`src/rtl/core/des_pkg.sv`:
```
// des_pkg: shared types, permutation tables, s-boxes and round helpers
// for the des block cipher pipeline. no dependencies.
package des_pkg;

    localparam int unsigned NUM_ROUNDS = 16;
    localparam int unsigned NUM_STAGES = NUM_ROUNDS + 1;

    localparam logic [3:0] PADDR_KEY_IDX = 4'd0;

    typedef struct packed {
        logic [31:0] left;
        logic [31:0] right;
        logic        decrypt;
    } des_stage_t;

    typedef struct packed {
        logic valid;
    } des_hs_t;

    localparam logic [6:0] IP_TBL [64] = '{
        7'd58, 7'd50, 7'd42, 7'd34, 7'd26, 7'd18, 7'd10, 7'd2,
        7'd60, 7'd52, 7'd44, 7'd36, 7'd28, 7'd20, 7'd12, 7'd4,
        7'd62, 7'd54, 7'd46, 7'd38, 7'd30, 7'd22, 7'd14, 7'd6,
        7'd64, 7'd56, 7'd48, 7'd40, 7'd32, 7'd24, 7'd16, 7'd8,
        7'd57, 7'd49, 7'd41, 7'd33, 7'd25, 7'd17, 7'd9,  7'd1,
        7'd59, 7'd51, 7'd43, 7'd35, 7'd27, 7'd19, 7'd11, 7'd3,
        7'd61, 7'd53, 7'd45, 7'd37, 7'd29, 7'd21, 7'd13, 7'd5,
        7'd63, 7'd55, 7'd47, 7'd39, 7'd31, 7'd23, 7'd15, 7'd7
    };

    localparam logic [6:0] FP_TBL [64] = '{
        7'd40, 7'd8, 7'd48, 7'd16, 7'd56, 7'd24, 7'd64, 7'd32,
        7'd39, 7'd7, 7'd47, 7'd15, 7'd55, 7'd23, 7'd63, 7'd31,
        7'd38, 7'd6, 7'd46, 7'd14, 7'd54, 7'd22, 7'd62, 7'd30,
        7'd37, 7'd5, 7'd45, 7'd13, 7'd53, 7'd21, 7'd61, 7'd29,
        7'd36, 7'd4, 7'd44, 7'd12, 7'd52, 7'd20, 7'd60, 7'd28,
        7'd35, 7'd3, 7'd43, 7'd11, 7'd51, 7'd19, 7'd59, 7'd27,
        7'd34, 7'd2, 7'd42, 7'd10, 7'd50, 7'd18, 7'd58, 7'd26,
        7'd33, 7'd1, 7'd41, 7'd9,  7'd49, 7'd17, 7'd57, 7'd25
    };

    localparam logic [5:0] EXP_TBL [48] = '{
        6'd32, 6'd1,  6'd2,  6'd3,  6'd4,  6'd5,
        6'd4,  6'd5,  6'd6,  6'd7,  6'd8,  6'd9,
        6'd8,  6'd9,  6'd10, 6'd11, 6'd12, 6'd13,
        6'd12, 6'd13, 6'd14, 6'd15, 6'd16, 6'd17,
        6'd16, 6'd17, 6'd18, 6'd19, 6'd20, 6'd21,
        6'd20, 6'd21, 6'd22, 6'd23, 6'd24, 6'd25,
        6'd24, 6'd25, 6'd26, 6'd27, 6'd28, 6'd29,
        6'd28, 6'd29, 6'd30, 6'd31, 6'd32, 6'd1
    };

    localparam logic [5:0] P_TBL [32] = '{
        6'd16, 6'd7,  6'd20, 6'd21, 6'd29, 6'd12, 6'd28, 6'd17,
        6'd1,  6'd15, 6'd23, 6'd26, 6'd5,  6'd18, 6'd31, 6'd10,
        6'd2,  6'd8,  6'd24, 6'd14, 6'd32, 6'd27, 6'd3,  6'd9,
        6'd19, 6'd13, 6'd30, 6'd6,  6'd22, 6'd11, 6'd4,  6'd25
    };

    localparam logic [6:0] PC1_TBL [56] = '{
        7'd57, 7'd49, 7'd41, 7'd33, 7'd25, 7'd17, 7'd9,
        7'd1,  7'd58, 7'd50, 7'd42, 7'd34, 7'd26, 7'd18,
        7'd10, 7'd2,  7'd59, 7'd51, 7'd43, 7'd35, 7'd27,
        7'd19, 7'd11, 7'd3,  7'd60, 7'd52, 7'd44, 7'd36,
        7'd63, 7'd55, 7'd47, 7'd39, 7'd31, 7'd23, 7'd15,
        7'd7,  7'd62, 7'd54, 7'd46, 7'd38, 7'd30, 7'd22,
        7'd14, 7'd6,  7'd61, 7'd53, 7'd45, 7'd37, 7'd29,
        7'd21, 7'd13, 7'd5,  7'd28, 7'd20, 7'd12, 7'd4
    };

    localparam logic [5:0] PC2_TBL [48] = '{
        6'd14, 6'd17, 6'd11, 6'd24, 6'd1,  6'd5,
        6'd3,  6'd28, 6'd15, 6'd6,  6'd21, 6'd10,
        6'd23, 6'd19, 6'd12, 6'd4,  6'd26, 6'd8,
        6'd16, 6'd7,  6'd27, 6'd20, 6'd13, 6'd2,
        6'd41, 6'd52, 6'd31, 6'd37, 6'd47, 6'd55,
        6'd30, 6'd40, 6'd51, 6'd45, 6'd33, 6'd48,
        6'd44, 6'd49, 6'd39, 6'd56, 6'd34, 6'd53,
        6'd46, 6'd42, 6'd50, 6'd36, 6'd29, 6'd32
    };

    // running total of the per-round left rotations 1,1,2,2,2,2,2,2,1,2,2,2,2,2,2,1
    localparam logic [4:0] ROT_TOTAL [16] = '{
        5'd1,  5'd2,  5'd4,  5'd6,  5'd8,  5'd10, 5'd12, 5'd14,
        5'd15, 5'd17, 5'd19, 5'd21, 5'd23, 5'd25, 5'd27, 5'd28
    };

    localparam logic [3:0] SBOX_TBL [8][64] = '{
        '{4'd14, 4'd4, 4'd13, 4'd1, 4'd2, 4'd15, 4'd11, 4'd8,
          4'd3, 4'd10, 4'd6, 4'd12, 4'd5, 4'd9, 4'd0, 4'd7,
          4'd0, 4'd15, 4'd7, 4'd4, 4'd14, 4'd2, 4'd13, 4'd1,
          4'd10, 4'd6, 4'd12, 4'd11, 4'd9, 4'd5, 4'd3, 4'd8,
          4'd4, 4'd1, 4'd14, 4'd8, 4'd13, 4'd6, 4'd2, 4'd11,
          4'd15, 4'd12, 4'd9, 4'd7, 4'd3, 4'd10, 4'd5, 4'd0,
          4'd15, 4'd12, 4'd8, 4'd2, 4'd4, 4'd9, 4'd1, 4'd7,
          4'd5, 4'd11, 4'd3, 4'd14, 4'd10, 4'd0, 4'd6, 4'd13},
        '{4'd15, 4'd1, 4'd8, 4'd14, 4'd6, 4'd11, 4'd3, 4'd4,
          4'd9, 4'd7, 4'd2, 4'd13, 4'd12, 4'd0, 4'd5, 4'd10,
          4'd3, 4'd13, 4'd4, 4'd7, 4'd15, 4'd2, 4'd8, 4'd14,
          4'd12, 4'd0, 4'd1, 4'd10, 4'd6, 4'd9, 4'd11, 4'd5,
          4'd0, 4'd14, 4'd7, 4'd11, 4'd10, 4'd4, 4'd13, 4'd1,
          4'd5, 4'd8, 4'd12, 4'd6, 4'd9, 4'd3, 4'd2, 4'd15,
          4'd13, 4'd8, 4'd10, 4'd1, 4'd3, 4'd15, 4'd4, 4'd2,
          4'd11, 4'd6, 4'd7, 4'd12, 4'd0, 4'd5, 4'd14, 4'd9},
        '{4'd10, 4'd0, 4'd9, 4'd14, 4'd6, 4'd3, 4'd15, 4'd5,
          4'd1, 4'd13, 4'd12, 4'd7, 4'd11, 4'd4, 4'd2, 4'd8,
          4'd13, 4'd7, 4'd0, 4'd9, 4'd3, 4'd4, 4'd6, 4'd10,
          4'd2, 4'd8, 4'd5, 4'd14, 4'd12, 4'd11, 4'd15, 4'd1,
          4'd13, 4'd6, 4'd4, 4'd9, 4'd8, 4'd15, 4'd3, 4'd0,
          4'd11, 4'd1, 4'd2, 4'd12, 4'd5, 4'd10, 4'd14, 4'd7,
          4'd1, 4'd10, 4'd13, 4'd0, 4'd6, 4'd9, 4'd8, 4'd7,
          4'd4, 4'd15, 4'd14, 4'd3, 4'd11, 4'd5, 4'd2, 4'd12},
        '{4'd7, 4'd13, 4'd14, 4'd3, 4'd0, 4'd6, 4'd9, 4'd10,
          4'd1, 4'd2, 4'd8, 4'd5, 4'd11, 4'd12, 4'd4, 4'd15,
          4'd13, 4'd8, 4'd11, 4'd5, 4'd6, 4'd15, 4'd0, 4'd3,
          4'd4, 4'd7, 4'd2, 4'd12, 4'd1, 4'd10, 4'd14, 4'd9,
          4'd10, 4'd6, 4'd9, 4'd0, 4'd12, 4'd11, 4'd7, 4'd13,
          4'd15, 4'd1, 4'd3, 4'd14, 4'd5, 4'd2, 4'd8, 4'd4,
          4'd3, 4'd15, 4'd0, 4'd6, 4'd10, 4'd1, 4'd13, 4'd8,
          4'd9, 4'd4, 4'd5, 4'd11, 4'd12, 4'd7, 4'd2, 4'd14},
        '{4'd2, 4'd12, 4'd4, 4'd1, 4'd7, 4'd10, 4'd11, 4'd6,
          4'd8, 4'd5, 4'd3, 4'd15, 4'd13, 4'd0, 4'd14, 4'd9,
          4'd14, 4'd11, 4'd2, 4'd12, 4'd4, 4'd7, 4'd13, 4'd1,
          4'd5, 4'd0, 4'd15, 4'd10, 4'd3, 4'd9, 4'd8, 4'd6,
          4'd4, 4'd2, 4'd1, 4'd11, 4'd10, 4'd13, 4'd7, 4'd8,
          4'd15, 4'd9, 4'd12, 4'd5, 4'd6, 4'd3, 4'd0, 4'd14,
          4'd11, 4'd8, 4'd12, 4'd7, 4'd1, 4'd14, 4'd2, 4'd13,
          4'd6, 4'd15, 4'd0, 4'd9, 4'd10, 4'd4, 4'd5, 4'd3},
        '{4'd12, 4'd1, 4'd10, 4'd15, 4'd9, 4'd2, 4'd6, 4'd8,
          4'd0, 4'd13, 4'd3, 4'd4, 4'd14, 4'd7, 4'd5, 4'd11,
          4'd10, 4'd15, 4'd4, 4'd2, 4'd7, 4'd12, 4'd9, 4'd5,
          4'd6, 4'd1, 4'd13, 4'd14, 4'd0, 4'd11, 4'd3, 4'd8,
          4'd9, 4'd14, 4'd15, 4'd5, 4'd2, 4'd8, 4'd12, 4'd3,
          4'd7, 4'd0, 4'd4, 4'd10, 4'd1, 4'd13, 4'd11, 4'd6,
          4'd4, 4'd3, 4'd2, 4'd12, 4'd9, 4'd5, 4'd15, 4'd10,
          4'd11, 4'd14, 4'd1, 4'd7, 4'd6, 4'd0, 4'd8, 4'd13},
        '{4'd4, 4'd11, 4'd2, 4'd14, 4'd15, 4'd0, 4'd8, 4'd13,
          4'd3, 4'd12, 4'd9, 4'd7, 4'd5, 4'd10, 4'd6, 4'd1,
          4'd13, 4'd0, 4'd11, 4'd7, 4'd4, 4'd9, 4'd1, 4'd10,
          4'd14, 4'd3, 4'd5, 4'd12, 4'd2, 4'd15, 4'd8, 4'd6,
          4'd1, 4'd4, 4'd11, 4'd13, 4'd12, 4'd3, 4'd7, 4'd14,
          4'd10, 4'd15, 4'd6, 4'd8, 4'd0, 4'd5, 4'd9, 4'd2,
          4'd6, 4'd11, 4'd13, 4'd8, 4'd1, 4'd4, 4'd10, 4'd7,
          4'd9, 4'd5, 4'd0, 4'd15, 4'd14, 4'd2, 4'd3, 4'd12},
        '{4'd13, 4'd2, 4'd8, 4'd4, 4'd6, 4'd15, 4'd11, 4'd1,
          4'd10, 4'd9, 4'd3, 4'd14, 4'd5, 4'd0, 4'd12, 4'd7,
          4'd1, 4'd15, 4'd13, 4'd8, 4'd10, 4'd3, 4'd7, 4'd4,
          4'd12, 4'd5, 4'd6, 4'd11, 4'd0, 4'd14, 4'd9, 4'd2,
          4'd7, 4'd11, 4'd4, 4'd1, 4'd9, 4'd12, 4'd14, 4'd2,
          4'd0, 4'd6, 4'd10, 4'd13, 4'd15, 4'd3, 4'd5, 4'd8,
          4'd2, 4'd1, 4'd14, 4'd7, 4'd4, 4'd10, 4'd8, 4'd13,
          4'd15, 4'd12, 4'd9, 4'd0, 4'd3, 4'd5, 4'd6, 4'd11}
    };

    // des bit n (1 = msb) of a w-bit word sits at index w - n
    function automatic logic [63:0] ip_perm(input logic [63:0] src);
        logic [63:0] res;
        res = '0;
        for (int k = 0; k < 64; k++)
            res[6'(63 - k)] = src[6'(64 - int'(IP_TBL[k]))];
        return res;
    endfunction

    function automatic logic [63:0] fp_perm(input logic [63:0] src);
        logic [63:0] res;
        res = '0;
        for (int k = 0; k < 64; k++)
            res[6'(63 - k)] = src[6'(64 - int'(FP_TBL[k]))];
        return res;
    endfunction

    function automatic logic [31:0] feistel(input logic [31:0] half,
                                            input logic [47:0] rk);
        logic [47:0] x;
        logic [5:0]  six;
        logic [31:0] sub;
        logic [31:0] res;
        x   = '0;
        sub = '0;
        res = '0;
        for (int k = 0; k < 48; k++)
            x[6'(47 - k)] = half[5'(32 - int'(EXP_TBL[k]))];
        x = x ^ rk;
        for (int b = 0; b < 8; b++)
        begin
            six = x[6'(47 - 6 * b) -: 6];
            sub[5'(31 - 4 * b) -: 4] = SBOX_TBL[b][{six[5], six[0], six[4:1]}];
        end
        for (int k = 0; k < 32; k++)
            res[5'(31 - k)] = sub[5'(32 - int'(P_TBL[k]))];
        return res;
    endfunction

    // subkey of one round: pc1, total rotation up to that round, pc2 (pure wiring)
    function automatic logic [47:0] round_key(input logic [63:0] key,
                                              input logic [3:0]  rnd);
        logic [55:0] cd;
        logic [55:0] c_dbl;
        logic [55:0] d_dbl;
        logic [55:0] rot;
        logic [47:0] res;
        cd  = '0;
        res = '0;
        for (int k = 0; k < 56; k++)
            cd[6'(55 - k)] = key[6'(64 - int'(PC1_TBL[k]))];
        c_dbl = {cd[55:28], cd[55:28]} << ROT_TOTAL[rnd];
        d_dbl = {cd[27:0], cd[27:0]} << ROT_TOTAL[rnd];
        rot   = {c_dbl[55:28], d_dbl[55:28]};
        for (int k = 0; k < 48; k++)
            res[6'(47 - k)] = rot[6'(56 - int'(PC2_TBL[k]))];
        return res;
    endfunction

endpackage

```
`src/rtl/core/des_apb_regs.sv`:
```
// des_apb_regs: apb configuration port holding the 64-bit cipher key
// depends on des_pkg
module des_apb_regs
(
    input  logic        clk,
    input  logic        rst_n,
    input  logic        psel,
    input  logic        penable,
    input  logic        pwrite,
    input  logic [3:0]  paddr,
    input  logic [63:0] pwdata,
    output logic [63:0] prdata,
    output logic        pready,
    output logic [63:0] cipher_key
);

    logic [63:0] key_reg;
    logic [63:0] key_next;
    logic        key_sel;

    // register index is paddr[3]
    assign key_sel = ({paddr[3], 3'b000} == des_pkg::PADDR_KEY_IDX);
    assign pready  = 1'b1;

    always_comb
    begin
        key_next = key_reg;
        if (psel && penable && pwrite && pready && key_sel)
            key_next = pwdata;
    end

    always_ff @(posedge clk or negedge rst_n)
    begin
        if (!rst_n)
            key_reg <= '0;
        else
            key_reg <= key_next;
    end

    assign prdata     = key_sel ? key_reg : 64'd0;
    assign cipher_key = key_reg;

    assert property (@(posedge clk) disable iff (!rst_n)
        (psel && penable && pwrite && key_sel) |=> (key_reg == $past(pwdata)))
        else $error("key write not taken");

    assert property (@(posedge clk) disable iff (!rst_n)
        !(psel && penable && pwrite) |=> $stable(key_reg))
        else $error("key changed without a write");

    assert property (@(posedge clk) disable iff (!rst_n)
        (psel && penable && pwrite && !key_sel) |=> $stable(key_reg))
        else $error("write to unmapped address changed key");

endmodule

```
`src/rtl/core/des_round.sv`:
```
// des_round: one registered feistel round of the cipher pipeline
// depends on des_pkg
module des_round
(
    input  logic                clk,
    input  logic                rst_n,
    input  des_pkg::des_hs_t    up_hs,
    output logic                up_ready,
    input  des_pkg::des_stage_t up_data,
    input  logic [47:0]         enc_key,
    input  logic [47:0]         dec_key,
    output des_pkg::des_stage_t dn_data,
    output logic                dn_valid,
    input  logic                dn_ready
);

    des_pkg::des_stage_t data_reg;
    des_pkg::des_stage_t data_next;
    logic                valid_reg;
    logic                valid_next;
    logic [47:0]         rk;
    logic                load;

    assign up_ready = !valid_reg || dn_ready;
    assign load     = up_hs.valid && up_ready;
    assign rk       = up_data.decrypt ? dec_key : enc_key;

    always_comb
    begin
        data_next.left    = up_data.right;
        data_next.right   = up_data.left ^ des_pkg::feistel(up_data.right, rk);
        data_next.decrypt = up_data.decrypt;
    end

    always_comb
    begin
        valid_next = valid_reg;
        if (up_ready)
            valid_next = up_hs.valid;
    end

    always_ff @(posedge clk or negedge rst_n)
    begin
        if (!rst_n)
            valid_reg <= 1'b0;
        else
            valid_reg <= valid_next;
    end

    always_ff @(posedge clk)
    begin
        if (load)
            data_reg <= data_next;
    end

    assign dn_data  = data_reg;
    assign dn_valid = valid_reg;

    assert property (@(posedge clk) disable iff (!rst_n)
        (valid_reg && !dn_ready) |=> (valid_reg && $stable(data_reg)))
        else $error("stalled round stage lost its word");

    assert property (@(posedge clk) disable iff (!rst_n)
        (up_hs.valid && up_ready) |=> valid_reg)
        else $error("accepted word not held");

    assert property (@(posedge clk) disable iff (!rst_n)
        !valid_reg |-> up_ready)
        else $error("empty stage not ready");

endmodule

```
`src/rtl/core/des_block_cipher.sv`:
```
// des_block_cipher: top level of the pipelined des engine
// depends on des_pkg, des_apb_regs, des_round
//
// usage
//   s_tvalid/s_tready/s_tdata/s_tuser carry input words: a 64-bit block and
//   the decrypt flag (0 encrypt, 1 decrypt). m_tvalid/m_tready/m_tdata carry
//   the 64-bit result block, one per input word, in input order.
//   the key is written over apb at byte address 0 (64-bit pwdata); it may
//   only change while no word is in flight.
//   pipeline: 17 register stages (one input stage with the initial
//   permutation, then one per round; the final permutation is wiring on the
//   last stage). m_tvalid rises once the word has passed the input register
//   and every round register. throughput: one block per cycle while m_tready
//   stays high, set by the one-round-per-stage pipeline.
//   subkeys are wired from the key register through pc1, rotations and pc2.
//   reset clears all stage valid bits and the key to zero.
//   when m_tready is low each full stage holds its word; empty stages keep
//   filling, so up to 17 words are taken before s_tready drops.
module des_block_cipher
(
    input  logic        clk,
    input  logic        rst_n,
    input  logic        s_tvalid,
    output logic        s_tready,
    input  logic [63:0] s_tdata,   // data_block
    input  logic        s_tuser,   // decrypt
    output logic        m_tvalid,
    input  logic        m_tready,
    output logic [63:0] m_tdata,   // result_block
    input  logic        psel,
    input  logic        penable,
    input  logic        pwrite,
    input  logic [3:0]  paddr,
    input  logic [63:0] pwdata,
    output logic [63:0] prdata,
    output logic        pready
);

    localparam int unsigned NR = des_pkg::NUM_ROUNDS;

    logic [63:0]         cipher_key;
    logic [47:0]         sub_key [NR];
    des_pkg::des_stage_t stage_data [des_pkg::NUM_STAGES];
    logic                stage_valid [des_pkg::NUM_STAGES];
    logic                stage_ready [des_pkg::NUM_STAGES];

    des_pkg::des_stage_t in_reg;
    des_pkg::des_stage_t in_next;
    logic                in_valid_reg;
    logic                in_valid_next;
    logic [63:0]         ip_block;

    des_apb_regs u_regs
    (
        .clk        (clk),
        .rst_n      (rst_n),
        .psel       (psel),
        .penable    (penable),
        .pwrite     (pwrite),
        .paddr      (paddr),
        .pwdata     (pwdata),
        .prdata     (prdata),
        .pready     (pready),
        .cipher_key (cipher_key)
    );

    genvar gi;
    generate
        for (gi = 0; gi < NR; gi++)
        begin : g_key
            assign sub_key[gi] = des_pkg::round_key(cipher_key, 4'(gi));
        end
    endgenerate

    // input stage with initial permutation
    assign ip_block = des_pkg::ip_perm(s_tdata);
    assign s_tready = !in_valid_reg || stage_ready[0];

    always_comb
    begin
        in_next.left    = ip_block[63:32];
        in_next.right   = ip_block[31:0];
        in_next.decrypt = s_tuser;
    end

    always_comb
    begin
        in_valid_next = in_valid_reg;
        if (s_tready)
            in_valid_next = s_tvalid;
    end

    always_ff @(posedge clk or negedge rst_n)
    begin
        if (!rst_n)
            in_valid_reg <= 1'b0;
        else
            in_valid_reg <= in_valid_next;
    end

    always_ff @(posedge clk)
    begin
        if (s_tvalid && s_tready)
            in_reg <= in_next;
    end

    assign stage_data[0]  = in_reg;
    assign stage_valid[0] = in_valid_reg;

    generate
        for (gi = 0; gi < NR; gi++)
        begin : g_round
            des_pkg::des_hs_t up_hs;
            logic             dn_ready;

            assign up_hs.valid = stage_valid[gi];

            if (gi == NR - 1)
            begin : g_last
                assign dn_ready = stage_ready[NR];
            end
            else
            begin : g_mid
                assign dn_ready = stage_ready[gi + 1];
            end

            des_round u_round
            (
                .clk      (clk),
                .rst_n    (rst_n),
                .up_hs    (up_hs),
                .up_ready (stage_ready[gi]),
                .up_data  (stage_data[gi]),
                .enc_key  (sub_key[gi]),
                .dec_key  (sub_key[NR - 1 - gi]),
                .dn_data  (stage_data[gi + 1]),
                .dn_valid (stage_valid[gi + 1]),
                .dn_ready (dn_ready)
            );
        end
    endgenerate

    assign stage_ready[NR] = m_tready;

    // swap halves, then inverse permutation
    assign m_tvalid = stage_valid[NR];
    assign m_tdata  = des_pkg::fp_perm({stage_data[NR].right, stage_data[NR].left});

    assert property (@(posedge clk) disable iff (!rst_n)
        !in_valid_reg |-> s_tready)
        else $error("input stage empty but not ready");

    assert property (@(posedge clk) disable iff (!rst_n)
        (in_valid_reg && !stage_ready[0]) |=> (in_valid_reg && $stable(in_reg)))
        else $error("stalled input stage lost its word");

    assert property (@(posedge clk) disable iff (!rst_n)
        (stage_valid[NR] && !m_tready) |=> $stable(m_tdata))
        else $error("result changed while stalled");

endmodule
```
`config.mk`:
```
export PLATFORM = sky130hd
export DESIGN_NAME = des_block_cipher
export DESIGN_NICKNAME = d
export VERILOG_FILES = /design/src/rtl/core/des_pkg.sv /design/src/rtl/core/des_apb_regs.sv /design/src/rtl/core/des_round.sv /design/src/rtl/core/des_block_cipher.sv
export SDC_FILE = /design/constraint.sdc
export NUM_CORES = 1
export LEC_CHECK = 0
export BUFFER_PORTS_ARGS = -buffer_cell sky130_fd_sc_hd__buf_2
export CORE_ASPECT_RATIO = 1.75
export CORE_UTILIZATION = 29
export CTS_CLUSTER_SIZE = 12
export DETAILED_ROUTE_END_ITERATION = 8
export PLACE_DENSITY_LB_ADDON = 0.15
export SLEW_MARGIN = 20
export SYNTH_ARGS = -nofsm -noshare
export SYNTH_HDL_FRONTEND = slang
export SYNTH_SLANG_ARGS = --single-unit
```
`constraint.sdc`:
```
create_clock -name clk -period 4.7 [get_ports clk]
set_input_delay 1.175 -clock clk [delete_from_list [all_inputs] [get_ports clk]]
set_output_delay 1.175 -clock clk [all_outputs]
set_load 0.02 [all_outputs]
```
; ---- Word level (Yosys, flattened, before mapping)
; Memory sizes are Yosys's and may differ from the RTL's. A register that Yosys moved wholly into a read port is not among the register bits.
; Index checks and enable logic that the tools add are counted.
; Widths: inputs -> output; s select.
[totals]
reg_bits = 743
mem_bits_ro = 15360
out_inout_bits = 131
n_memories = 60
[memory_table]
columns = memory, depth, width, rd, rd_clocked_by_memory_dff, write_ports, line_no
row1 = (name not given), 64, 4, 1, 1, 0, des_pkg.sv:187  ; sub[5'(31 - 4 * b) -: 4] = SBOX_TBL[b][{six[5], six[0], six[4:1]}];
row2 = (name not given), 64, 4, 1, 0, 0, des_pkg.sv:187
row3 = (name not given), 64, 4, 1, 0, 0, des_pkg.sv:187
row4 = (name not given), 64, 4, 1, 0, 0, des_pkg.sv:187
row5 = (name not given), 64, 4, 1, 0, 0, des_pkg.sv:187
row6 = (name not given), 64, 4, 1, 0, 0, des_pkg.sv:187
row7 = 54 more memories, --, --, --, --, --, --
[op_classes]
order_cmp = 56
n_mux = 128
n_bitwise = 90
reduce_logical = 54
[ops]
columns = operator, n
row1 = $not 6->7, 60
row2 = $ge 7x7->1 const B, 56
row3 = $xor 24x24->24, 15
row4 = $mux 24, 10
row5 = $mux 3, 56
row6 = $xor 32x16->32, 5
row7 = $xor 16x16->16, 9
row8 = $mux 4, 28
row9 = $mux 23, 4
row10 = $mux 64, 1
row11 = $mux 2, 28
row12 = $mux 22, 1
row13 = $logic_and 1x1->1, 20
row14 = $logic_not 1->1, 17
row15 = $logic_or 1x1->1, 17
row16 = $not 1->1, 1

; ---- Longest topological paths before layout
; Gate-level depths: netlist (run 1).
[depth]
word_depth = 19
depth_mapped = 13

; ---- Modules after synthesis
; Synthesis (run 1) repeated with hierarchy kept, for this count alone.
[hier_totals]
hier_cells = 4887
hier_area_um2 = 62966.6
[by_module_without_submodules]
columns = mod, n_inst, cells_each, area_each_um2, seq_area_each_um2
row1 = des_round, 16, 288, 3681.0, 1706.6
row2 = des_apb_regs, 1, 209, 3141.8, 1601.5
row3 = des_block_cipher, 1, 70, 928.4, 535.5

; ---- Least setup slack after synthesis (run 1)
; OpenSTA, ideal clock, no wires.
[synth_timing]
path_type = input-to-output
start = in m_tready
end = out s_tready
arrival_time_ns = 2.433
required_time_ns = 3.525
slack_ns = 1.092
cell_stages = 5
path_cell_list = and4b_1 -> nand4_2 -> nor4_4 -> nand4_1 -> or2_1
[synth_via]
elab_chain_cells = 17
[synth_rtl]
columns = item, line_no
row1 = from (decl), des_block_cipher.sv:28  ; input logic m_tready,
row2 = $logic_or 1x1->1 (16 in a row), des_round.sv:24  ; assign up_ready = !valid_reg || dn_ready;
row3 = $logic_or 1x1->1, des_block_cipher.sv:77  ; assign s_tready = !in_valid_reg || stage_ready[0];
row4 = to (decl), des_block_cipher.sv:24  ; output logic s_tready,
; Every way passes these cells.

; ---- Worst setup path after layout (run 1)
; Same ends and word-level chain as after synthesis.

==> results of run 1 <==
==> per-stage QoR <==
stage / total power, mW / instance area (um^2) / hold WS [ps]
final: 10.72 / 18960 / 413.2
after CTS: 10.89 / 18960 / 410.8
after floorplan: 7.376 / 17010 / 400.3
after global placement: 8.534 / 18080 / 401.1
after global routing: 11.44 / 18960 / 423.9
after detailed placement: 8.615 / 18080 / 404.5
==> synthesized netlist by cell type, drive strengths merged, types with 5 or more instances <==
cell type | n | area share (%)
a2111oi | 5 | 0.27
a211oi | 12 | 0.57
a21oi | 59 | 1.8
a221oi | 5 | 0.26
a22oi | 7 | 0.31
a311oi | 5 | 0.26
a31oi | 8 | 0.30
a32oi | 6 | 0.31
and2 | 15 | 0.56
buf | 115 | 4.4
clkbuf | 39 | 0.87
dfrtp | 81 | 12
edfxtp | 193 | 35
ha | 68 | 5.1
inv | 60 | 1.3
mux2 | 71 | 4.8
mux2i | 65 | 4.0
nand2 | 99 | 2.2
nand2b | 37 | 1.4
nand3 | 23 | 0.69
nand3b | 5 | 0.22
nor2 | 67 | 1.5
nor2b | 90 | 3.4
nor3 | 12 | 0.36
nor4 | 5 | 0.31
o211ai | 17 | 0.76
o21ai | 59 | 1.8
o22ai | 11 | 0.41
o32ai | 5 | 0.26
or2 | 9 | 0.34
xnor2 | 134 | 7.0
xor2 | 71 | 3.8
==> cell families (layout without fill, tap and decap cells) <==
| kind of cell | after synthesis | count (layout) | share of synthesized area, % |
|---|---|---|---|
| and+or+nand+nor | 391 | 391 | 12.34 |
| DFF | 274 | 274 | 46.60 |
| AOI/OAI and AO/OA | 235 | 235 | 9.079 |
| buffers and inverters | 216 | 293 | 6.634 |
| xor gates and xnor gates | 205 | 205 | 10.85 |
| muxes | 140 | 140 | 9.251 |
| adders and majority gates | 70 | 70 | 5.188 |
| other | 2 | 63 | 0.04474 |
==> power by group <==
part	internal, mW	switching, mW	total [mW]
logic	1.87	2.32	4.19
clock network	1.24	0.960	2.20
registers	3.59	0.732	4.32
==> placed cells by master (no fill, tap or decap), drive strengths merged, types with 9 or more instances in the layout <==
| master | netlist | final |
|---|---|---|
| a21oi | 59 | 59 |
| nand2b | 37 | 37 |
| edfxtp | 193 | 193 |
| ha | 68 | 68 |
| nor2b | 90 | 90 |
| dfrtp | 81 | 81 |
| inv | 60 | 61 |
| nor2 | 67 | 67 |
| mux2i | 65 | 65 |
| nor3 | 12 | 12 |
| conb | 2 | 62 |
| mux2 | 71 | 71 |
| buf | 115 | 179 |
| o22ai | 11 | 11 |
| xnor2 | 134 | 134 |
| and2 | 15 | 15 |
| nand2 | 99 | 99 |
| o21ai | 59 | 59 |
| nand3 | 23 | 23 |
| a211oi | 12 | 12 |
| clkbuf | 39 | 48 |
| o211ai | 17 | 17 |
| or2 | 9 | 9 |
| xor2 | 71 | 71 |
==> area by class of cell <==
cell class | count | area share, %
clock buffer | 48 | 4.362
multi-input combinational | 1103 | 42.59
tap | 767 | 5.062
timing repair buffer | 179 | 5.227
inverter | 62 | 1.227
antenna | 1 | 0.01320
clock inverter | 4 | 0.2508
sequential | 274 | 41.27
==> per-layer routing <==
layer	part of all wire, %	vias to the layer above	GRT usage, %
li1	-	5451	-
met1	37	5481	15.80
met2	55	319	30.38
met3	4.1	76	2.328
met4	3.7	2	6.444
met5	0.029	-	0
==> worst paths after layout <==
path                                                        to                           start  cells past startpoint  slack [ps]
worst max-delay path                                  s_tready                        m_tready                      7         650
worst min-delay path            g_round[8].u_round.dn_data[46]  g_round[7].u_round.dn_data[14]                      0         410
worst max register to register   g_round[9].u_round.dn_data[4]            u_regs.cipher_key[1]                      9        1430
worst min register to register  g_round[8].u_round.dn_data[46]  g_round[7].u_round.dn_data[14]                      0         410
max in group asynchronous          g_round[5].u_round.dn_valid                           rst_n                      2        3300
min in group asynchronous                u_regs.cipher_key[55]                           rst_n                      1         690
==> reports/qor.csv, run 1 <==
stage;metric;value;unit
sta;clk_skew;16.17;ps
setup_path;buffers plus inverters on the worst setup path;2;
routing;routed via count divided by cell count;4.647;
setup_path;most frequent cell on the critical path;sky130_fd_sc_hd__buf_2;
finish;count of fill cells added during filler insertion;5812;
floorplan;effective utilization at floorplan;29.35;%
global_routing;number of antenna violations at the first check in global routing;2;
clock_network;number of buffers inserted during clock tree synthesis;28;
setup_path;required time of the worst setup path;3520;ps
floorplan;Die Footprint;58880;um^2
finish;flip-flop and latch area;7825;um^2
finish;fraction of final layout cells sized beyond drive strength 1;18.56;%
clock_network;number of setup buffers added after CTS;0;
synth;mean area per synthesized cell;10.95;um^2
global_routing;global-route usage over all layers;15.45;%
flow_run;maximum capacitance violations;0;
setup_path;class of the most critical setup path;primary input to output port;
setup_path;critical-path cell list;buf_2 > and4b_1 > nand4_2 > nor4_4 > nand4_1 > or2_1 > buf_2;
synth;synthesized area;16780;um^2
routing;Final Routed Wirelength;45120;um
clock_network;Resized cells post-CTS;0;
place;Place WS;618.0;ps
status;status;finished, final reports clean;
floorplan;Die Width;183.9;um
global_routing;pin count of the biggest net entering global routing;65;
routing;number of iterations in the first detailed-routing pass;5;
clock_network;deepest clock path buffer count;3;
routing;DRC errors left;0;
sta;Least-Margin Pin Slew;907.2;ps
place;Post-DP HPWL;32450;um
clock_network;CTS Sinks;274;
synth;synthesized instance count;1533;
place;Inst Count DP;2385;
setup_path;startpoint type of the worst setup path;primary input;
floorplan;# IOs;271;
setup_path;signal arrival time at the worst endpoint;2880;ps
synth;Yosys warning count;0;
power_and_ir_drop;VDD IR-drop max;0.0003308;V
floorplan;floorplan core area;57180;um^2
setup_path;Max Fanout on Critical Path;5;
global_routing;global-route wire length before repair;69040;um
sta;setup repair after global routing missed its margin;no;
synth;proportion of register bits with asynchronous set or reset after synthesis;29.56;%
setup_path;capturing element type of the critical path;output port;
clock_network;clock tree from TritonCTS;yes;
sta;number of pins exceeding their max-slew limit in the final report;0;
sta;fmax;246.8;MHz
power_and_ir_drop;power density of the placed cells;565.2;nW/um^2
sta;Hold Vio Cnt, Final;0;
routing;Antenna Nets Post-Route;0;
finish;post-synthesis to final-layout area growth;12.96;%
floorplan;standard-cell rows;116;
setup_path;Largest stage delay, worst path;430;ps
floorplan;vertical extent of the die;320.3;um
place;# port buffers;147;
finish;Final Util;33.15;%
finish;final cell count without fillers;2438;
synth;EDFF count, synth;193;
power_and_ir_drop;total leakage power;7.640;nW
synth;Seq cells post-synth;274;
sta;share of the clock period used by the worst path after layout;86.22;%
finish;area used by multi-input combinational logic;8074;um^2
routing;Routed WL per cell;18.51;um
min_path;min-delay worst type;flop to flop;
global_routing;vias in the first global route;11680;
setup_path;crit-path leading delay family;simple AND/OR/NAND/NOR gates;
finish;number of nets at the end of the flow;1856;
routing;detailed router's first-iteration violation count;454;
clock_network;number of levels in the clock H-tree;1;
finish;Largest register FFs;186;
synth;Seq/Total Area, Yosys;46.60;%
clock_network;root buffer selected by CTS;sky130_fd_sc_hd__clkbuf_16;
sta;worst slew slack as a fraction of its limit;39.09;%
synth;number of different library cells in the post-synthesis netlist;82;
clock_network;latest clock arrival within the worst-skew pair;560;ps
setup_path;highest-delay cell along the critical path;sky130_fd_sc_hd__nor4_4;
place;Final Wtd Congestion;0.7851;
clock_network;number of hold buffers added after CTS;0;
synth;ys flop type;sky130_fd_sc_hd__edfxtp_1;
sta;final worst path period need;4052;ps
clock_network;clock slew at reported path FFs;60;ps
sta;Fin Setup TNS;0;ps
routing;routed vias;11330;
sta;setup slack after layout;647.9;ps
sta;number of setup violations in the final report;0;
global_routing;overflow left after global routing;0;
Power figures use the tool's default switching activity.
==> run 2: changes to the inputs <==
Clock period 4.7 ns to 4.6 ns, I/O delays scaled along.
==> run 2 against run 1 <==
Effect of this change:
- register-to-register slack lost 60 ps
- clock skew up 0.55 ps
- clock-buffer cell count increased by 2
- non-clock buffer count unchanged
- sequential power rose by 2%
- global-route usage rose by 0.17 points
- clock power rose by 9.5%
- worst setup slack got worse by 42 ps
- via count rose by 0.85%
- cell count unchanged
- first-iteration DRC count up 7.5%
==> reports/qor.csv, run 2 (synthesis gave the netlist of run 1 again) <==
stage;metric;value;unit
setup_path;class of the most critical setup path;primary input to output port;
finish;most frequent standard cell in the layout excluding fill and tap cells;sky130_fd_sc_hd__edfxtp_1;
clock_network;deepest clock path buffer count;3;
finish;fraction of final layout cells sized beyond drive strength 1;18.91;%
global_routing;vias in the first global route;11750;
sta;Least-Margin Pin Slew;923.2;ps
global_routing;number of antenna violations at the first check in global routing;1;
sta;setup slack after layout;605.9;ps
setup_path;startpoint type of the worst setup path;primary input;
clock_network;clock tree from TritonCTS;yes;
flow_run;maximum capacitance violations;0;
routing;Final Routed Wirelength;45690;um
setup_path;required time of the worst setup path;3450;ps
sta;number of pins exceeding their max-slew limit in the final report;0;
setup_path;capturing element type of the critical path;output port;
status;status;finished, final reports clean;
global_routing;global-route usage over all layers;15.61;%
sta;worst slew slack as a fraction of its limit;38.45;%
sta;share of the clock period used by the worst path after layout;86.83;%
setup_path;signal arrival time at the worst endpoint;2840;ps
global_routing;pin count of the biggest net entering global routing;65;
place;Post-DP HPWL;32550;um
clock_network;number of setup buffers added after CTS;0;
global_routing;global-route wire length before repair;69720;um
clock_network;clock slew at reported path FFs;60;ps
setup_path;critical-path cell list;buf_2 > and4b_1 > nand4_2 > nor4_4 > nand4_1 > or2_1 > buf_2;
floorplan;Die Footprint;58880;um^2
place;Place WS;596.7;ps
floorplan;vertical extent of the die;320.3;um
routing;Routed WL per cell;18.74;um
clock_network;CTS Sinks;274;
power_and_ir_drop;power density of the placed cells;584.4;nW/um^2
setup_path;most frequent cell on the critical path;sky130_fd_sc_hd__buf_2;
power_and_ir_drop;VDD IR-drop max;0.0003401;V
clock_network;Resized cells post-CTS;0;
sta;clk_skew;16.72;ps
floorplan;standard-cell rows;116;
setup_path;critical path launch point;m_tready;
routing;DRC errors left;0;
floorplan;floorplan core area;57180;um^2
finish;most frequent cells in the layout;193 x sky130_fd_sc_hd__edfxtp_1, 146 x sky130_fd_sc_hd__buf_2, 133 x sky130_fd_sc_hd__xnor2_1, 99 x sky130_fd_sc_hd__nand2_1, 90 x sky130_fd_sc_hd__nor2b_1;
clock_network;number of levels in the clock H-tree;1;
sta;number of setup violations in the final report;0;
sta;setup repair after global routing missed its margin;no;
routing;detailed router's first-iteration violation count;488;
setup_path;highest-delay cell along the critical path;sky130_fd_sc_hd__nor4_4;
floorplan;effective utilization at floorplan;29.35;%
finish;post-synthesis to final-layout area growth;13.44;%
power_and_ir_drop;total leakage power;7.691;nW
place;# port buffers;147;
clock_network;root buffer selected by CTS;sky130_fd_sc_hd__clkbuf_16;
finish;Largest register FFs;186;
finish;antenna diode count;0;
sta;final worst path period need;3994;ps
floorplan;Die Width;183.9;um
min_path;start point of the worst hold path;g_round[2].u_round.dn_data[8];
floorplan;# IOs;271;
setup_path;reg-to-reg critical path startpoint;g_round[5].u_round.dn_data[0];
sta;fmax;250.4;MHz
finish;number of nets at the end of the flow;1857;
sta;Hold Vio Cnt, Final;0;
clock_network;number of hold buffers added after CTS;0;
place;Final Wtd Congestion;0.7937;
setup_path;Largest stage delay, worst path;420;ps
clock_network;latest clock arrival within the worst-skew pair;590;ps
routing;routed via count divided by cell count;4.686;
sta;Fin Setup TNS;0;ps
global_routing;overflow left after global routing;0;
routing;Antenna Nets Post-Route;0;
setup_path;Max Fanout on Critical Path;5;
clock_network;number of buffers inserted during clock tree synthesis;29;
min_path;min-delay worst type;flop to flop;
routing;number of iterations in the first detailed-routing pass;5;
finish;count of fill cells added during filler insertion;5903;
routing;routed vias;11430;
-- run 2: report_power, final --
group	internal, mW	total (mW)	switching [mW]
Combinational	1.92	4.31	2.38
Clock	1.38	2.41	1.03
Sequential	3.67	4.41	0.744
Total	6.97	11.1	4.15
-- run 2: worst max-delay path: cells and delay by family --
family / cells / cell delay, ps
buf+inv: 2 / 280
simple gates: 5 / 1400
-- run 2: worst paths after layout --
check                                                  to  slack, ps  depth (start not counted)
setup reg to reg            g_round[6].u_round.dn_data[4]       1370                          9
hold reg to reg            g_round[3].u_round.dn_data[40]        420                          0
setup / recovery                                 s_tready        610                          7
hold / removal             g_round[3].u_round.dn_data[40]        420                          0
min in group asynchronous                g_round[0].up_hs        560                          1
max in group asynchronous           u_regs.cipher_key[26]       3240                          2
-- run 2: metal layers --
metal	share of wire (%)	GRT usage, %
met1	38	16.87
met2	55	30.32
met3	4.4	2.169
met4	2.6	5.352
met5	0	0
-- run 2: final cells by class --
type	count	area (um^2)	share of cell area, %
clock buffer	50	939.7	4.935
timing repair buffer	179	991.0	5.204
tap	767	959.7	5.040
multi-input combinational	1103	8074	42.40
sequential	274	7825	41.10
inverter	62	232.7	1.222
clock inverter	3	18.77	0.09857
-- run 2: metrics by stage --
stage	std cells	power (mW)	util (%)	hold WS, ps	instance area [um^2]
2_1_floorplan	1593	7.536	-	400.3	17010
3_3_place_gp	2385	8.728	31.62	403.1	18080
3_5_place_dp	2385	8.827	31.62	404.5	18080
4_1_cts	2438	11.32	33.30	419.9	19040
5_1_grt	2438	11.87	33.30	422.2	19040
6_report	2438	11.13	33.30	418.9	19040
==> run 3: changes to the inputs <==
Settings changed: CELL_PAD_IN_SITES_DETAIL_PLACEMENT set to 2, CELL_PAD_IN_SITES_GLOBAL_PLACEMENT set to 2, MAX_ROUTING_LAYER set to met4.
==> run 3 against run 2 <==
Effect of this change:
- global-route usage up 2.9 points
- register-to-register slack improved by 80 ps
- combinational power grew 4%
- critical path depth unchanged
- largest power group is now combinational logic
- non-clock buffer count increased by 4
- sequential share of layout area about the same
- highest routed layer unchanged
==> reports/qor.csv, run 3 (synthesis gave the netlist of run 1 again) <==
stage;metric;value;unit
setup_path;startpoint type of the worst setup path;primary input;
place;Place WS;453.4;ps
min_path;worst hold stages;0;
setup_path;number of gates on the worst path with buffers counted;7;
finish;most frequent standard cell in the layout excluding fill and tap cells;sky130_fd_sc_hd__edfxtp_1;
clock_network;latest clock arrival within the worst-skew pair;590;ps
place;Final Wtd Congestion;0.8001;
status;status;finished, final reports clean;
setup_path;signal arrival time at the worst endpoint;2990;ps
clock_network;clock tree from TritonCTS;yes;
setup_path;buffers plus inverters on the worst setup path;2;
clock_network;number of hold buffers added after CTS;0;
routing;Final Routed Wirelength;52380;um
clock_network;root buffer selected by CTS;sky130_fd_sc_hd__clkbuf_16;
sta;share of the clock period used by the worst path after layout;89.99;%
routing;detailed router's first-iteration violation count;459;
setup_path;FF-to-FF path depth;9;
global_routing;layer with the highest usage after global routing;met2;
floorplan;Die Footprint;58880;um^2
place;Post-DP HPWL;38200;um
sta;fmax;241.6;MHz
global_routing;vias in the first global route;13310;
flow_run;maximum capacitance violations;0;
finish;most frequent cells in the layout;193 x sky130_fd_sc_hd__edfxtp_1, 146 x sky130_fd_sc_hd__buf_2, 133 x sky130_fd_sc_hd__xnor2_1, 99 x sky130_fd_sc_hd__nand2_1, 90 x sky130_fd_sc_hd__nor2b_1;
sta;worst slew slack as a fraction of its limit;38.14;%
routing;Antenna Nets Post-Route;0;
setup_path;capturing element type of the critical path;output port;
global_routing;GR Util met1;18.98;%
sta;setup repair after global routing missed its margin;no;
sta;final worst path period need;4139;ps
finish;area used by multi-input combinational logic;8074;um^2
setup_path;crit-path leading delay family;simple AND/OR/NAND/NOR gates;
global_routing;overflow left after global routing;0;
routing;number of iterations in the first detailed-routing pass;4;
setup_path;Largest stage delay, worst path;470;ps
sta;number of pins exceeding their max-slew limit in the final report;0;
place;Placed Area;18110;um^2
clock_network;number of levels in the clock H-tree;1;
setup_path;critical-path cell list;buf_2 > and4b_1 > nand4_2 > nor4_4 > nand4_1 > or2_1 > buf_2;
sta;Least-Margin Pin Slew;921.3;ps
global_routing;number of antenna violations at the first check in global routing;3;
power_and_ir_drop;total leakage power;7.706;nW
routing;routed via count divided by cell count;4.808;
sta;clk_skew;21.74;ps
finish;post-synthesis to final-layout area growth;13.60;%
finish;fraction of final layout cells sized beyond drive strength 1;19.21;%
power_and_ir_drop;power density of the placed cells;595.0;nW/um^2
global_routing;met2 layer usage reported by global route;35.34;%
floorplan;floorplan core area;57180;um^2
sta;Hold Vio Cnt, Final;0;
global_routing;pin count of the biggest net entering global routing;65;
floorplan;standard-cell rows;116;
clock_network;Resized cells post-CTS;0;
floorplan;vertical extent of the die;320.3;um
finish;Largest register FFs;186;
clock_network;number of setup buffers added after CTS;0;
routing;DRC errors left;0;
routing;Routed WL per cell;21.42;um
sta;Fin Setup TNS;0;ps
setup_path;Max Fanout on Critical Path;5;
setup_path;most frequent cell on the critical path;sky130_fd_sc_hd__buf_2;
sta;number of setup violations in the final report;0;
finish;Final Cell Area;19070;um^2
setup_path;highest-delay cell along the critical path;sky130_fd_sc_hd__nor4_4;
sta;setup slack after layout;460.5;ps
global_routing;M3 GR Usage;2.543;%
global_routing;global-route wire length before repair;79650;um
finish;flip-flop and latch area;7826;um^2
min_path;min-delay worst type;flop to flop;
routing;routed vias;11760;
power_and_ir_drop;VDD IR-drop max;0.0002788;V
clock_network;clock slew at reported path FFs;60;ps
place;# port buffers;147;
setup_path;class of the most critical setup path;primary input to output port;
global_routing;global-route usage over all layers;18.48;%
clock_network;CTS Sinks;274;
clock_network;deepest clock path buffer count;3;
floorplan;# IOs;271;
finish;count of fill cells added during filler insertion;6281;
finish;number of nets at the end of the flow;1861;
clock_network;number of buffers inserted during clock tree synthesis;29;
floorplan;Die Width;183.9;um
setup_path;required time of the worst setup path;3450;ps
floorplan;effective utilization at floorplan;29.35;%
[run 3: final cells by class]
class / count / share of cell area (%)
clock inverters: 6 / 0.3675
inverters: 62 / 1.221
clock buffers: 48 / 4.607
diodes: 2 / 0.02625
repair buffers: 183 / 5.355
flip-flops and latches: 274 / 41.05
well taps: 767 / 5.033
multi-input cells: 1103 / 42.35
[run 3: report_power, final]
group,switching [mW],leakage [nW],internal [mW]
registers,0.776,2.84,3.67
logic,2.56,4.40,1.93
clock network,1.04,0.467,1.36
total,4.38,7.71,6.96
[run 3: worst paths after layout]
path	startpoint	to	slack, ps
max in group asynchronous	rst_n	u_regs.cipher_key[12]	3020
max reg2reg	g_round[5].u_round.dn_data[0]	g_round[6].u_round.dn_data[4]	1450
min reg2reg	g_round[0].u_round.dn_data[11]	g_round[1].u_round.dn_data[43]	420
max	m_tready	s_tready	460
min in group asynchronous	rst_n	u_regs.cipher_key[59]	630
min	g_round[0].u_round.dn_data[11]	g_round[1].u_round.dn_data[43]	420
[run 3: stage by stage]
stage	instances	utilization (%)	hold slack, ps	total power [mW]
after floorplan	1593	-	400.3	7.536
after global placement	2389	31.68	402.0	8.876
after detailed placement	2389	31.68	407.5	9.085
after CTS	2443	33.33	422.9	11.57
after global routing	2445	33.34	426.4	12.09
final	2445	33.34	418.3	11.35
[run 3: routing by layer]
| layer | share of wire (%) | vias to the layer above |
|---|---|---|
| met2 | 55 | 279 |
| li1 | - | 5455 |
| met4 | 3.3 | 0 |
| met5 | 0 | - |
| met3 | 4.0 | 77 |
| met1 | 37 | 5945 |
